<file path="config.mk">
export PLATFORM = sky130hd
export DESIGN_NAME = dhlt_cordic_cell
export DESIGN_NICKNAME = d
export VERILOG_FILES = /design/src/sv/dhlt_pkg.sv /design/src/sv/dhlt_cordic_cell.sv
export SDC_FILE = /design/constraint.sdc
export NUM_CORES = 1
export LEC_CHECK = 0
export BUFFER_PORTS_ARGS = -buffer_cell sky130_fd_sc_hd__buf_2
export CAP_MARGIN = 0
export CORE_MARGIN = 4
export CORE_UTILIZATION = 48
export DETAILED_ROUTE_END_ITERATION = 8
export PLACE_DENSITY = 0.81
export SETUP_SLACK_MARGIN = 0.15
export SYNTH_ARGS = -nofsm -noshare
export SYNTH_HDL_FRONTEND = slang
export SYNTH_SLANG_ARGS = --single-unit
</file>
<file path="constraint.sdc">
create_clock -name aclk -period 8.57 [get_ports aclk]
set_input_delay 1.714 -clock aclk [delete_from_list [all_inputs] [get_ports aclk]]
set_output_delay 1.714 -clock aclk [all_outputs]
set_load 0.05 [all_outputs]
</file>
<file path="src/sv/dhlt_pkg.sv">
`default_nettype none
// ============================================================================
// dhlt_pkg: shared types and constants of the DH link transform
// Holds the CORDIC arctangent table, fixed-point formats and the structures
// that travel between the cell chain, the rounding stage and the matrix stage.
// ============================================================================
package dhlt_pkg;

    // Width of the CORDIC x and y datapath, 30 fraction bits plus headroom.
    localparam int unsigned XY_W = 33;
    // Width of the angle accumulator, units of 2^-32 turn plus headroom.
    localparam int unsigned Z_W = 33;
    // Number of arctangent entries available to the chain.
    localparam int unsigned ATAN_ENTRIES = 24;

    // Start value of x, which cancels the CORDIC gain.
    localparam logic signed [XY_W-1:0] CORDIC_GAIN = 33'sd652032874;

    // Rounding offset and clamp limits for the Q30 to Q16 conversion.
    localparam logic signed [XY_W-1:0] TRIG_ROUND = 33'sd8192;
    localparam logic signed [XY_W-1:0] TRIG_HI    = 33'sd65536;
    localparam logic signed [XY_W-1:0] TRIG_LO    = -33'sd65536;

    // Limits of a rotation entry with 16 fraction bits.
    localparam logic signed [17:0] ROT_MAX = 18'sd65536;
    localparam logic signed [17:0] ROT_MIN = -18'sd65536;

    // Arctangent of 2^-i in units of 2^-32 turn.
    localparam logic [30:0] ATAN_TURN32 [ATAN_ENTRIES] = '{
        31'd536870912, 31'd316933406, 31'd167458907, 31'd85004756,
        31'd42667331,  31'd21354465,  31'd10679838,  31'd5340245,
        31'd2670163,   31'd1335087,   31'd667544,    31'd333772,
        31'd166886,    31'd83443,     31'd41722,     31'd20861,
        31'd10430,     31'd5215,      31'd2608,      31'd1304,
        31'd652,       31'd326,       31'd163,       31'd81
    };

    // One rotation in flight: vector, residual angle and fold flag.
    typedef struct packed {
        logic signed [XY_W-1:0] x;
        logic signed [XY_W-1:0] y;
        logic signed [Z_W-1:0]  z;
        logic                   flip;
    } rot_t;

    // Link lengths and convention select, carried alongside the angles.
    typedef struct packed {
        logic signed [23:0] offset;
        logic signed [23:0] length;
        logic               modified;
    } link_t;

    // Contents of one cell of the CORDIC chain.
    typedef struct packed {
        rot_t  theta;
        rot_t  alpha;
        link_t link;
    } cell_data_t;

    // Sine and cosine of both angles with 16 fraction bits.
    typedef struct packed {
        logic signed [17:0] ct;
        logic signed [17:0] st;
        logic signed [17:0] ca;
        logic signed [17:0] sa;
        link_t              link;
    } trig_t;

    // Top three rows of the homogeneous transform.
    typedef struct packed {
        logic signed [17:0] rot_00;
        logic signed [17:0] rot_01;
        logic signed [17:0] rot_02;
        logic signed [23:0] trans_x;
        logic signed [17:0] rot_10;
        logic signed [17:0] rot_11;
        logic signed [17:0] rot_12;
        logic signed [23:0] trans_y;
        logic signed [17:0] rot_20;
        logic signed [17:0] rot_21;
        logic signed [17:0] rot_22;
        logic signed [23:0] trans_z;
    } result_t;

endpackage
`default_nettype wire

</file>
<file path="src/sv/dhlt_cordic_cell.sv">
`default_nettype none
// ============================================================================
// dhlt_cordic_cell: one CORDIC rotation step for both link angles
// Performs the micro-rotation of a fixed step index on the joint and twist
// vectors and hands the result to the next cell through a registered stage.
// ============================================================================
module dhlt_cordic_cell #(
    parameter int unsigned STEP = 0
) (
    input  logic                 aclk,
    input  logic                 aresetn,
    input  logic                 in_valid,
    output logic                 in_ready,
    input  dhlt_pkg::cell_data_t in_data,
    output logic                 out_valid,
    input  logic                 out_ready,
    output dhlt_pkg::cell_data_t out_data
);
    import dhlt_pkg::*;

    localparam logic signed [Z_W-1:0] ATAN_STEP = Z_W'(ATAN_TURN32[STEP]);

    logic       valid_reg;
    logic       advance;
    cell_data_t data_reg;
    cell_data_t data_next;

    // One micro-rotation, direction chosen by the sign of the residual angle.
    function automatic rot_t rotate(input rot_t r);
        rot_t                   o;
        logic signed [XY_W-1:0] xs;
        logic signed [XY_W-1:0] ys;
        xs = $signed(r.x) >>> STEP;
        ys = $signed(r.y) >>> STEP;
        o.flip = r.flip;
        if (!r.z[Z_W-1]) begin
            o.x = r.x - ys;
            o.y = r.y + xs;
            o.z = r.z - ATAN_STEP;
        end else begin
            o.x = r.x + ys;
            o.y = r.y - xs;
            o.z = r.z + ATAN_STEP;
        end
        return o;
    endfunction

    // The stage moves whenever it is empty or its content is being taken.
    assign advance  = !valid_reg || out_ready;
    assign in_ready = advance;

    always_comb begin
        data_next.theta = rotate(in_data.theta);
        data_next.alpha = rotate(in_data.alpha);
        data_next.link  = in_data.link;
    end

    always_ff @(posedge aclk) begin
        if (!aresetn) begin
            valid_reg <= 1'b0;
        end else if (advance) begin
            valid_reg <= in_valid;
        end
    end

    always_ff @(posedge aclk) begin
        if (advance && in_valid) begin
            data_reg <= data_next;
        end
    end

    assign out_valid = valid_reg;
    assign out_data  = data_reg;

endmodule
`default_nettype wire

</file>
==> out/qor.txt <==
Setup Viol. Count Final: 0
Post-synth top flop: edfxtp_1
CP Max Fanout: 11
DRT Pass-1 Iters: 6
Minimum clock period: 4640 ps
Combinational power share: 35.4%
Post-synthesis async set-or-reset flop share: 0%
Initial Utilization: 48.5%
Antenna violations before repair: 7
Share of layout cells above drive strength 1: 23.8%
Synth area leaders: edfxtp_1 (40%), ha_1 (13%), a21oi_1 (5.4%)
CTS root buffer: clkbuf_16
Yosys cell types: 79
Detailed-route wire length per cell: 22.2 µm
Largest net degree at the start of global routing: 143
Mapped Nets: 2,430
Remaining DRCs: 0
Post-CTS Setup Bufs: 0
Crit Path Class: input port to flop
Slowest CP cell: o311ai_0
Grt met2 use: 46.9%
Post-DRT Antenna Nets: 0
Maximum vdd drop: 0.000153 V
DR vias/cell: 5.88
Core Area: 38,600 µm²
Total die area: 42,300 µm²
Worst slew pin tran: 985 ps
Psw: 1.67 mW
Worst EP arrival: 4960 ps
Yosys reg bits: 248
Register area share after synthesis: 39.7%
Clock buffer depth: 3
DP HPWL: 52.0 mm
Max cap viols: 0
Path type of the worst min-delay path: flop to flop
CP required: 8890 ps
Routed WL: 65.9 mm
IO Port Bufs: 503
Cells after Synth: 1,973
Post-synth top area share: 39.6%
CP Cell Sequence: buf_2 -> inv_1 -> ha_1 -> nor2_1 -> nand2_1 -> a2111oi_2 -> nor2_1 -> o311ai_0 -> a31oi_1 -> nand3b_1 -> o21ai_0 -> xnor2_1
CTS tree: yes
Reg power frac: 35.5%
Busiest layer in global routing: met2
RD Place Congestion: 0.991
Reg clk slew, reported paths: 60 ps
Sw frac: 38.2%
Post-synth EDFFs: 247
# H-tree levels: 1
Worst rel slew slack: 33.5%
Fin. Hold Viols: 0
Post-route clock period utilization: 54.1%
Ys Warns: 0
Total Nets Final: 2,879
FILL cells: 3,341
First-pass GRT wire length: 97.3 mm
Commonest non-fill, non-tap cell in the layout: buf_2
Power Density: 194 nW/µm²
Pins over their slew limit: 0
Crit path largest cell delay: 840 ps
Final TNS setup: 0 ps
Syn_area_per_cell: 9.50 µm²
Worst setup EP type: flop
Number of global-route vias before repair: 16,631
Clock share of power: 29.1%
Placed Area: 21,600 µm²
Row count: 72
Most frequent CP cell: nor2_1
Status: completed
IO Count: 504
CTS buffer count: 28
Post-Syn Area: 18,700 µm²
Unrepaired setup endpoints after global routing: no
Overall Global Routing Usage: 29.2%
P_int: 2.71 mW
M3 GR Usage: 6.51%
Initial DRC count: 1,873
Max Clk Rate: 216 MHz
Grt ovf: 0
CTS hold repair buffers: 0
Clk_skew: 8.15 ps
CP Launch Type: input port
Post-CTS sizing: 0
Buf/Inv on CP: 2
Hold slack: 572 ps
Die Height: 206 µm
Design Area, Final: 22,600 µm²
CP top delay family: compound AO/OA/AOI/OAI gates
Commonest cells after routing, fill and taps aside: buf_2 (503), edfxtp_1 (247), a21oi_1 (204), inv_1 (203), ha_1 (196)
Clock sinks: 248
Clk_lat worst skew: 580 ps
Post-synth top area cell: edfxtp_1
Area Growth Syn to Fin: 20.5%
Routing usage on met1: 40.1%
Vias: 17,432
Die W: 206 µm
Leakage power: 10.2 nW
path summary, 6_finish.rpt:
kind	cells after the start	slack (ps)	endpoint	start
max reg2reg	3	6380	out_data[184]	out_valid
max	12	3930	out_data[137]	in_data[90]
min reg2reg	2	570	out_valid	out_valid
min	2	570	out_valid	out_valid
power groups by stage:
stage,Clock [mW],Sequential (mW),Combinational [mW]
after floorplan,0,2.00,0.671
after global placement,0,1.57,1.51
after detailed placement,0,1.58,1.52
after CTS,1.30,1.55,1.53
after global routing,1.35,1.56,1.65
final,1.27,1.55,1.55
sequential cells by signal (all words and copies together) (netlist names):
| name | flops |
|---|---|
| out_data | 247 |
| out_valid | 1 |
area by class of cell:
| class | instances | area [µm²] | share of cell area, % |
|---|---|---|---|
| multi-input cells | 1430 | 10200 | 45.1 |
| flip-flops and latches | 248 | 7440 | 32.9 |
| repair buffers | 509 | 2570 | 11.4 |
| inverters | 205 | 769 | 3.41 |
| clock buffers | 33 | 719 | 3.18 |
| well taps | 518 | 648 | 2.87 |
| clock inverters | 17 | 244 | 1.08 |
| diodes | 4 | 10.0 | 0.0443 |
routing by layer:
| metal | wire [µm] | up-vias |
|---|---|---|
| met5 | 66 | - |
| met4 | 1890 | 10 |
| met3 | 6860 | 131 |
| met2 | 30600 | 1011 |
| met1 | 26500 | 8278 |
| li1 | - | 8002 |
cell usage after synthesis, types with 8 or more instances:
master	n
edfxtp_1	247
a21oi_1	204
inv_1	203
ha_1	196
nor2_1	138
o21ai_0	130
xnor2_1	115
nand2_1	102
clkbuf_1	66
a21o_1	53
o21bai_1	40
nor3_1	39
o31ai_1	28
a211oi_1	27
nand3_1	25
nor2b_1	23
nand4_1	21
o211ai_1	20
mux2i_1	19
o21a_1	19
nand2b_1	16
nand3b_1	16
and2_1	14
buf_1	13
a31oi_1	12
xor2_1	12
a21boi_0	11
and3_1	11
buf_2	9
nor4_1	9
fa_1	8
o31a_1	8
or2_2	8
kinds of logic after synthesis:
family / after synthesis / synth area share [%]
compound gates: 637 / 22.0
simple gates: 442 / 11.4
buf+inv: 295 / 6.01
flops: 248 / 39.7
fa+ha+maj: 204 / 13.9
xor+xnor: 127 / 5.93
mux: 20 / 1.07
through the flow:
| stage | power (mW) | instances | worst slack [ps] | util (%) |
|---|---|---|---|---|
| after floorplan | 2.67 | 1973 | 2820 | - |
| after global routing | 4.56 | 2960 | 3730 | 58.4 |
| after detailed placement | 3.10 | 2910 | 3420 | 55.9 |
| after global placement | 3.09 | 2910 | 3480 | 55.9 |
| after CTS | 4.38 | 2960 | 4030 | 58.4 |
| final | 4.38 | 2964 | 3930 | 58.4 |
tightest hold or removal path: cells and delay by family, from the launching register on:
kind / cells / cell delay (ps)
flops: 1 / 310
simple gates: 1 / 110
compound gates: 1 / 100
No activity file was read; power rests on OpenSTA's default activity.
