## config.mk

```make
export PLATFORM = sky130hd
export DESIGN_NAME = dhlt_sincos_round
export DESIGN_NICKNAME = d
export VERILOG_FILES = /design/src/sv/dhlt_pkg.sv /design/src/sv/dhlt_sincos_round.sv
export SDC_FILE = /design/constraint.sdc
export NUM_CORES = 1
export LEC_CHECK = 0
export ABC_AREA = 1
export BUFFER_PORTS_ARGS = -buffer_cell sky130_fd_sc_hd__buf_4
export CORE_MARGIN = 3
export CORE_UTILIZATION = 46
export CTS_BUF_LIST = sky130_fd_sc_hd__clkbuf_4 sky130_fd_sc_hd__clkbuf_8
export CTS_CLUSTER_SIZE = 20
export DETAILED_ROUTE_END_ITERATION = 8
export PLACE_DENSITY = 0.82
export SLEW_MARGIN = 30
export SYNTH_ARGS = -nofsm -noshare
export SYNTH_HDL_FRONTEND = slang
export SYNTH_SLANG_ARGS = --single-unit
```

## constraint.sdc

```tcl
create_clock -name aclk -period 7.7 [get_ports aclk]
set_input_delay 0.77 -clock aclk [delete_from_list [all_inputs] [get_ports aclk]]
set_output_delay 0.77 -clock aclk [all_outputs]
set_load 0.02 [all_outputs]
```

## src/sv/dhlt_pkg.sv

```systemverilog
`default_nettype none
// ============================================================================
// dhlt_pkg: shared types and constants of the DH link transform
// Holds the CORDIC arctangent table, fixed-point formats and the structures
// that travel between the cell chain, the rounding stage and the matrix stage.
// ============================================================================
package dhlt_pkg;

    // Width of the CORDIC x and y datapath, 30 fraction bits plus headroom.
    localparam int unsigned XY_W = 33;
    // Width of the angle accumulator, units of 2^-32 turn plus headroom.
    localparam int unsigned Z_W = 33;
    // Number of arctangent entries available to the chain.
    localparam int unsigned ATAN_ENTRIES = 24;

    // Start value of x, which cancels the CORDIC gain.
    localparam logic signed [XY_W-1:0] CORDIC_GAIN = 33'sd652032874;

    // Rounding offset and clamp limits for the Q30 to Q16 conversion.
    localparam logic signed [XY_W-1:0] TRIG_ROUND = 33'sd8192;
    localparam logic signed [XY_W-1:0] TRIG_HI    = 33'sd65536;
    localparam logic signed [XY_W-1:0] TRIG_LO    = -33'sd65536;

    // Limits of a rotation entry with 16 fraction bits.
    localparam logic signed [17:0] ROT_MAX = 18'sd65536;
    localparam logic signed [17:0] ROT_MIN = -18'sd65536;

    // Arctangent of 2^-i in units of 2^-32 turn.
    localparam logic [30:0] ATAN_TURN32 [ATAN_ENTRIES] = '{
        31'd536870912, 31'd316933406, 31'd167458907, 31'd85004756,
        31'd42667331,  31'd21354465,  31'd10679838,  31'd5340245,
        31'd2670163,   31'd1335087,   31'd667544,    31'd333772,
        31'd166886,    31'd83443,     31'd41722,     31'd20861,
        31'd10430,     31'd5215,      31'd2608,      31'd1304,
        31'd652,       31'd326,       31'd163,       31'd81
    };

    // One rotation in flight: vector, residual angle and fold flag.
    typedef struct packed {
        logic signed [XY_W-1:0] x;
        logic signed [XY_W-1:0] y;
        logic signed [Z_W-1:0]  z;
        logic                   flip;
    } rot_t;

    // Link lengths and convention select, carried alongside the angles.
    typedef struct packed {
        logic signed [23:0] offset;
        logic signed [23:0] length;
        logic               modified;
    } link_t;

    // Contents of one cell of the CORDIC chain.
    typedef struct packed {
        rot_t  theta;
        rot_t  alpha;
        link_t link;
    } cell_data_t;

    // Sine and cosine of both angles with 16 fraction bits.
    typedef struct packed {
        logic signed [17:0] ct;
        logic signed [17:0] st;
        logic signed [17:0] ca;
        logic signed [17:0] sa;
        link_t              link;
    } trig_t;

    // Top three rows of the homogeneous transform.
    typedef struct packed {
        logic signed [17:0] rot_00;
        logic signed [17:0] rot_01;
        logic signed [17:0] rot_02;
        logic signed [23:0] trans_x;
        logic signed [17:0] rot_10;
        logic signed [17:0] rot_11;
        logic signed [17:0] rot_12;
        logic signed [23:0] trans_y;
        logic signed [17:0] rot_20;
        logic signed [17:0] rot_21;
        logic signed [17:0] rot_22;
        logic signed [23:0] trans_z;
    } result_t;

endpackage
`default_nettype wire

```

## src/sv/dhlt_sincos_round.sv

```systemverilog
`default_nettype none
// ============================================================================
// dhlt_sincos_round: conversion of CORDIC vectors to Q16 sine and cosine
// Rounds the Q30 vectors to 16 fraction bits, clamps them to one and undoes
// the half-turn fold, in one registered stage.
// ============================================================================
module dhlt_sincos_round (
    input  logic                 aclk,
    input  logic                 aresetn,
    input  logic                 in_valid,
    output logic                 in_ready,
    input  dhlt_pkg::cell_data_t in_data,
    output logic                 out_valid,
    input  logic                 out_ready,
    output dhlt_pkg::trig_t      out_data
);
    import dhlt_pkg::*;

    logic  valid_reg;
    logic  advance;
    trig_t data_reg;
    trig_t data_next;

    // Round to nearest with ties upward, clamp, and negate for a folded angle.
    function automatic logic signed [17:0] to_q16(input logic signed [XY_W-1:0] v,
                                                  input logic neg);
        logic signed [XY_W-1:0] r;
        logic signed [17:0]     c;
        r = (v + TRIG_ROUND) >>> 14;
        if (r > TRIG_HI) begin
            c = ROT_MAX;
        end else if (r < TRIG_LO) begin
            c = ROT_MIN;
        end else begin
            c = r[17:0];
        end
        return neg ? -c : c;
    endfunction

    assign advance  = !valid_reg || out_ready;
    assign in_ready = advance;

    always_comb begin
        data_next.ct   = to_q16(in_data.theta.x, in_data.theta.flip);
        data_next.st   = to_q16(in_data.theta.y, in_data.theta.flip);
        data_next.ca   = to_q16(in_data.alpha.x, in_data.alpha.flip);
        data_next.sa   = to_q16(in_data.alpha.y, in_data.alpha.flip);
        data_next.link = in_data.link;
    end

    always_ff @(posedge aclk) begin
        if (!aresetn) begin
            valid_reg <= 1'b0;
        end else if (advance) begin
            valid_reg <= in_valid;
        end
    end

    always_ff @(posedge aclk) begin
        if (advance && in_valid) begin
            data_reg <= data_next;
        end
    end

    assign out_valid = valid_reg;
    assign out_data  = data_reg;

endmodule
`default_nettype wire

```

==> run summary <==
Period utilization - 51.8%
Final min period - 3.99 ns
Tightest Pin Transition - 0.754 ns
Reg2reg start - out_valid
Worst r2r dst - out_data[70]
Pin count of the biggest net entering global routing - 82
RSZ-0062 raised after global routing - false
Antenna viol nets, final - 0
Critical Path End Type - flop
NetSw - 0.000612 W
Status - complete, no violations
Layout cells sized above 1 - 23.6%
Initial Util - 47.4%
Power density over cell area - 177 nW/µm²
Die Height - 146 µm
Biggest area consumer among synthesized cells - edfxtp_1
Critical path launch point type - input port
Synth-to-layout area growth - 29.0%
Worst Setup Slack, final - 3.71 ns
Final wirelength - 24.5 mm
Total GRT Usage - 22.6%
Crit path from - in_data[196]
FF-to-FF setup slack - 6.15 ns
Vias per cell - 4.98
DR pass1 iterations - 5
WL/cell - 13.8 µm
Num CTS Buffers - 17
Worst-path clk slew - 0.08 ns
CP Data Required Time - 7.87 ns
Crit Path Max Fanout - 20
Global-route wire length before repair - 39.5 mm
Final global-route overflow total - 0
DR iter-0 viols - 573
Row Count - 50
Post-CTS Setup Inserts - 0
Place WS - 3.39 ns
Final Hold Viols - 0
Core ar. - 19000 µm²
Share of the synthesized area in the top cell type - 40.4%
Max-slew headroom - 49.7%
HPWL Detailed - 19.7 mm
Clk sinks - 122
Combinational group share of total power - 26.4%
Switching share of total power - 29.9%
Syn Nets - 1509
Worst Setup EP - out_data[101]
Final RePlAce weighted congestion - 0.891
DRC viols - 0
Longest Clk Path Bufs - 2
Filler Cells Inserted - 1775
Register bit total from synthesis - 122
Hold WS - 0.511 ns
Die footprint - 21200 µm²
Fin. max-slew vios - 0
Syn Area/Cell - 7.22 µm²
Die X - 146 µm
# resized after CTS - 0
Post-synthesis cell type count - 40
Clock share of power - 33.4%
Finished Core Util - 61.1%
CTS tree - built
Endpoints failing setup - 0
Vias post-DR - 8826
CP arrival - 4.16 ns
Root buffer cell - clkbuf_8
Sequential share of the synthesized area - 40.7%
Tightest Hold Check Type - input port to flop
Max cap viols - 0
I/O pin cnt - 376
Nets - 1763
Number of port buffers - 257
Peak supply drop - 0.0000951 V
Vias in the first global route - 8168
Synth top area cells - edfxtp_1 (40%), nand2_1 (17%), nor2_1 (7.9%), inv_1 (5.7%), nand3_1 (3.8%)
Leak pwr - 5.47 nW
Hold-fix buffers at CTS - 0
Clk_skew - 0.00839 ns
Synth warn - 0
Sequential group share of total power - 40.2%
Kind of critical path - input port to flop
H-tree Lvls - 4
Fmax - 0.251 GHz
P_int - 0.00143 W
Initial antenna violation count - 2
Post-Syn Instances - 1244
Mapped cell area - 8980 µm²
R2r worst-path depth - 2
Clk Latency, worst-skew pair - 0.43 ns
Setup TNS - 0 ns
==> power by group through the flow <==
stage / clock network (W) / logic [W] / registers (W)
2_1_floorplan: 0 / 0.000257 / 0.000914
3_3_place_gp: 0 / 0.000525 / 0.000837
3_5_place_dp: 0 / 0.000536 / 0.000838
4_1_cts: 0.000699 / 0.000539 / 0.000824
5_1_grt: 0.000731 / 0.000597 / 0.000828
6_report: 0.000683 / 0.000540 / 0.000824
==> layer usage <==
| layer | share of wire, % | track usage [%] |
|---|---|---|
| met1 | 42 | 27.8 |
| met2 | 47 | 37.3 |
| met3 | 9.0 | 7.07 |
| met4 | 2.5 | 8.31 |
| met5 | 0.053 | 0 |
==> flip-flops by register name, indices dropped and copies added, names as in the netlist <==
register	count
out_data	121
out_valid	1
==> layout make-up <==
class	count	area [µm²]	share of cell area, %
diodes	2	5.00	0.0432
clock buffers	18	241	2.08
clock inverters	14	244	2.10
inverters	144	546	4.71
multi-input cells	954	4630	39.9
flip-flops and latches	122	3650	31.5
well taps	260	325	2.81
repair buffers	259	1950	16.8
==> per-stage QoR <==
stage          std cells  instance area, µm²  total power, W
2_1_floorplan       1244                8980         0.00117
3_3_place_gp        1739               11100         0.00136
3_5_place_dp        1739               11100         0.00137
4_1_cts             1771               11600         0.00206
5_1_grt             1772               11600         0.00216
6_report            1773               11600         0.00205
==> Yosys cell counts (all sizes together) <==
cell and instances:
nand2 429, nor2 210, inv 143, edfxtp 121, o21ai 84, nand3 74
xor2 34, nand4 27, xnor2 23, a21oi 18, buf 17, ha 12
nand3b 11, nor3 8, clkbuf 7, or2 6, o211ai 5, a21boi 4
o21bai 4, a31oi 1, and2 1, clkinv 1, dfxtp 1, o2111ai 1
o22ai 1, o311ai 1
==> cells by family after synthesis <==
family          count (synthesis)  share of synthesized area, %
simple gates                  766                          36.4
compound gates                119                          7.77
fa+ha+maj                      12                          1.67
flops                         122                          40.7
buf+inv                       168                          7.95
xor+xnor                       57                          5.56
==> cell usage in the layout (no fill, tap or decap), drive strengths merged, types with 2 or more instances in the layout <==
master / synthesis / routed
xnor2: 23 / 23
a21oi: 18 / 18
o211ai: 5 / 5
edfxtp: 121 / 121
or2: 6 / 6
nor2: 210 / 210
a21boi: 4 / 4
diode: 0 / 2
xor2: 34 / 34
nand4: 27 / 27
ha: 12 / 12
inv: 143 / 144
bufinv: 0 / 6
nand2: 429 / 429
buf: 17 / 259
clkbuf: 7 / 18
nor3: 8 / 8
nand3b: 11 / 11
clkinv: 1 / 7
nand3: 74 / 74
o21bai: 4 / 4
o21ai: 84 / 84
==> how the worst min path moves through the flow <==
stage / cells after the start / end / slack (ns) / startpoint
floorplan: 2 / out_valid / 0.73 / out_valid
global placement: 2 / out_valid / 0.55 / out_valid
detailed placement: 2 / out_valid / 0.56 / out_valid
CTS: 1 / out_data[13] / 0.48 / in_data[13]
global route: 1 / out_data[13] / 0.47 / in_data[13]
finish: 1 / out_data[13] / 0.51 / in_data[13]
==> worst max-delay path: stages <==
cell	delay, ns
buf_4	0.10
ha_1	0.26
inv_1	0.09
nor2_2	0.19
nand2_1	0.14
nor2_1	0.15
xnor2_1	0.21
nand2_1	0.09
nor2_1	0.09
nand3_1	0.07
nand2_1	0.43
nand2_1	0.45
or2_1	0.37
ha_1	0.26
nand2_2	0.15
nor2_1	0.08
nand3_1	0.08
nand2_1	0.06
nand2_1	0.05
nand2_1	0.08
Note: power is estimated with default switching activity, not from simulation.
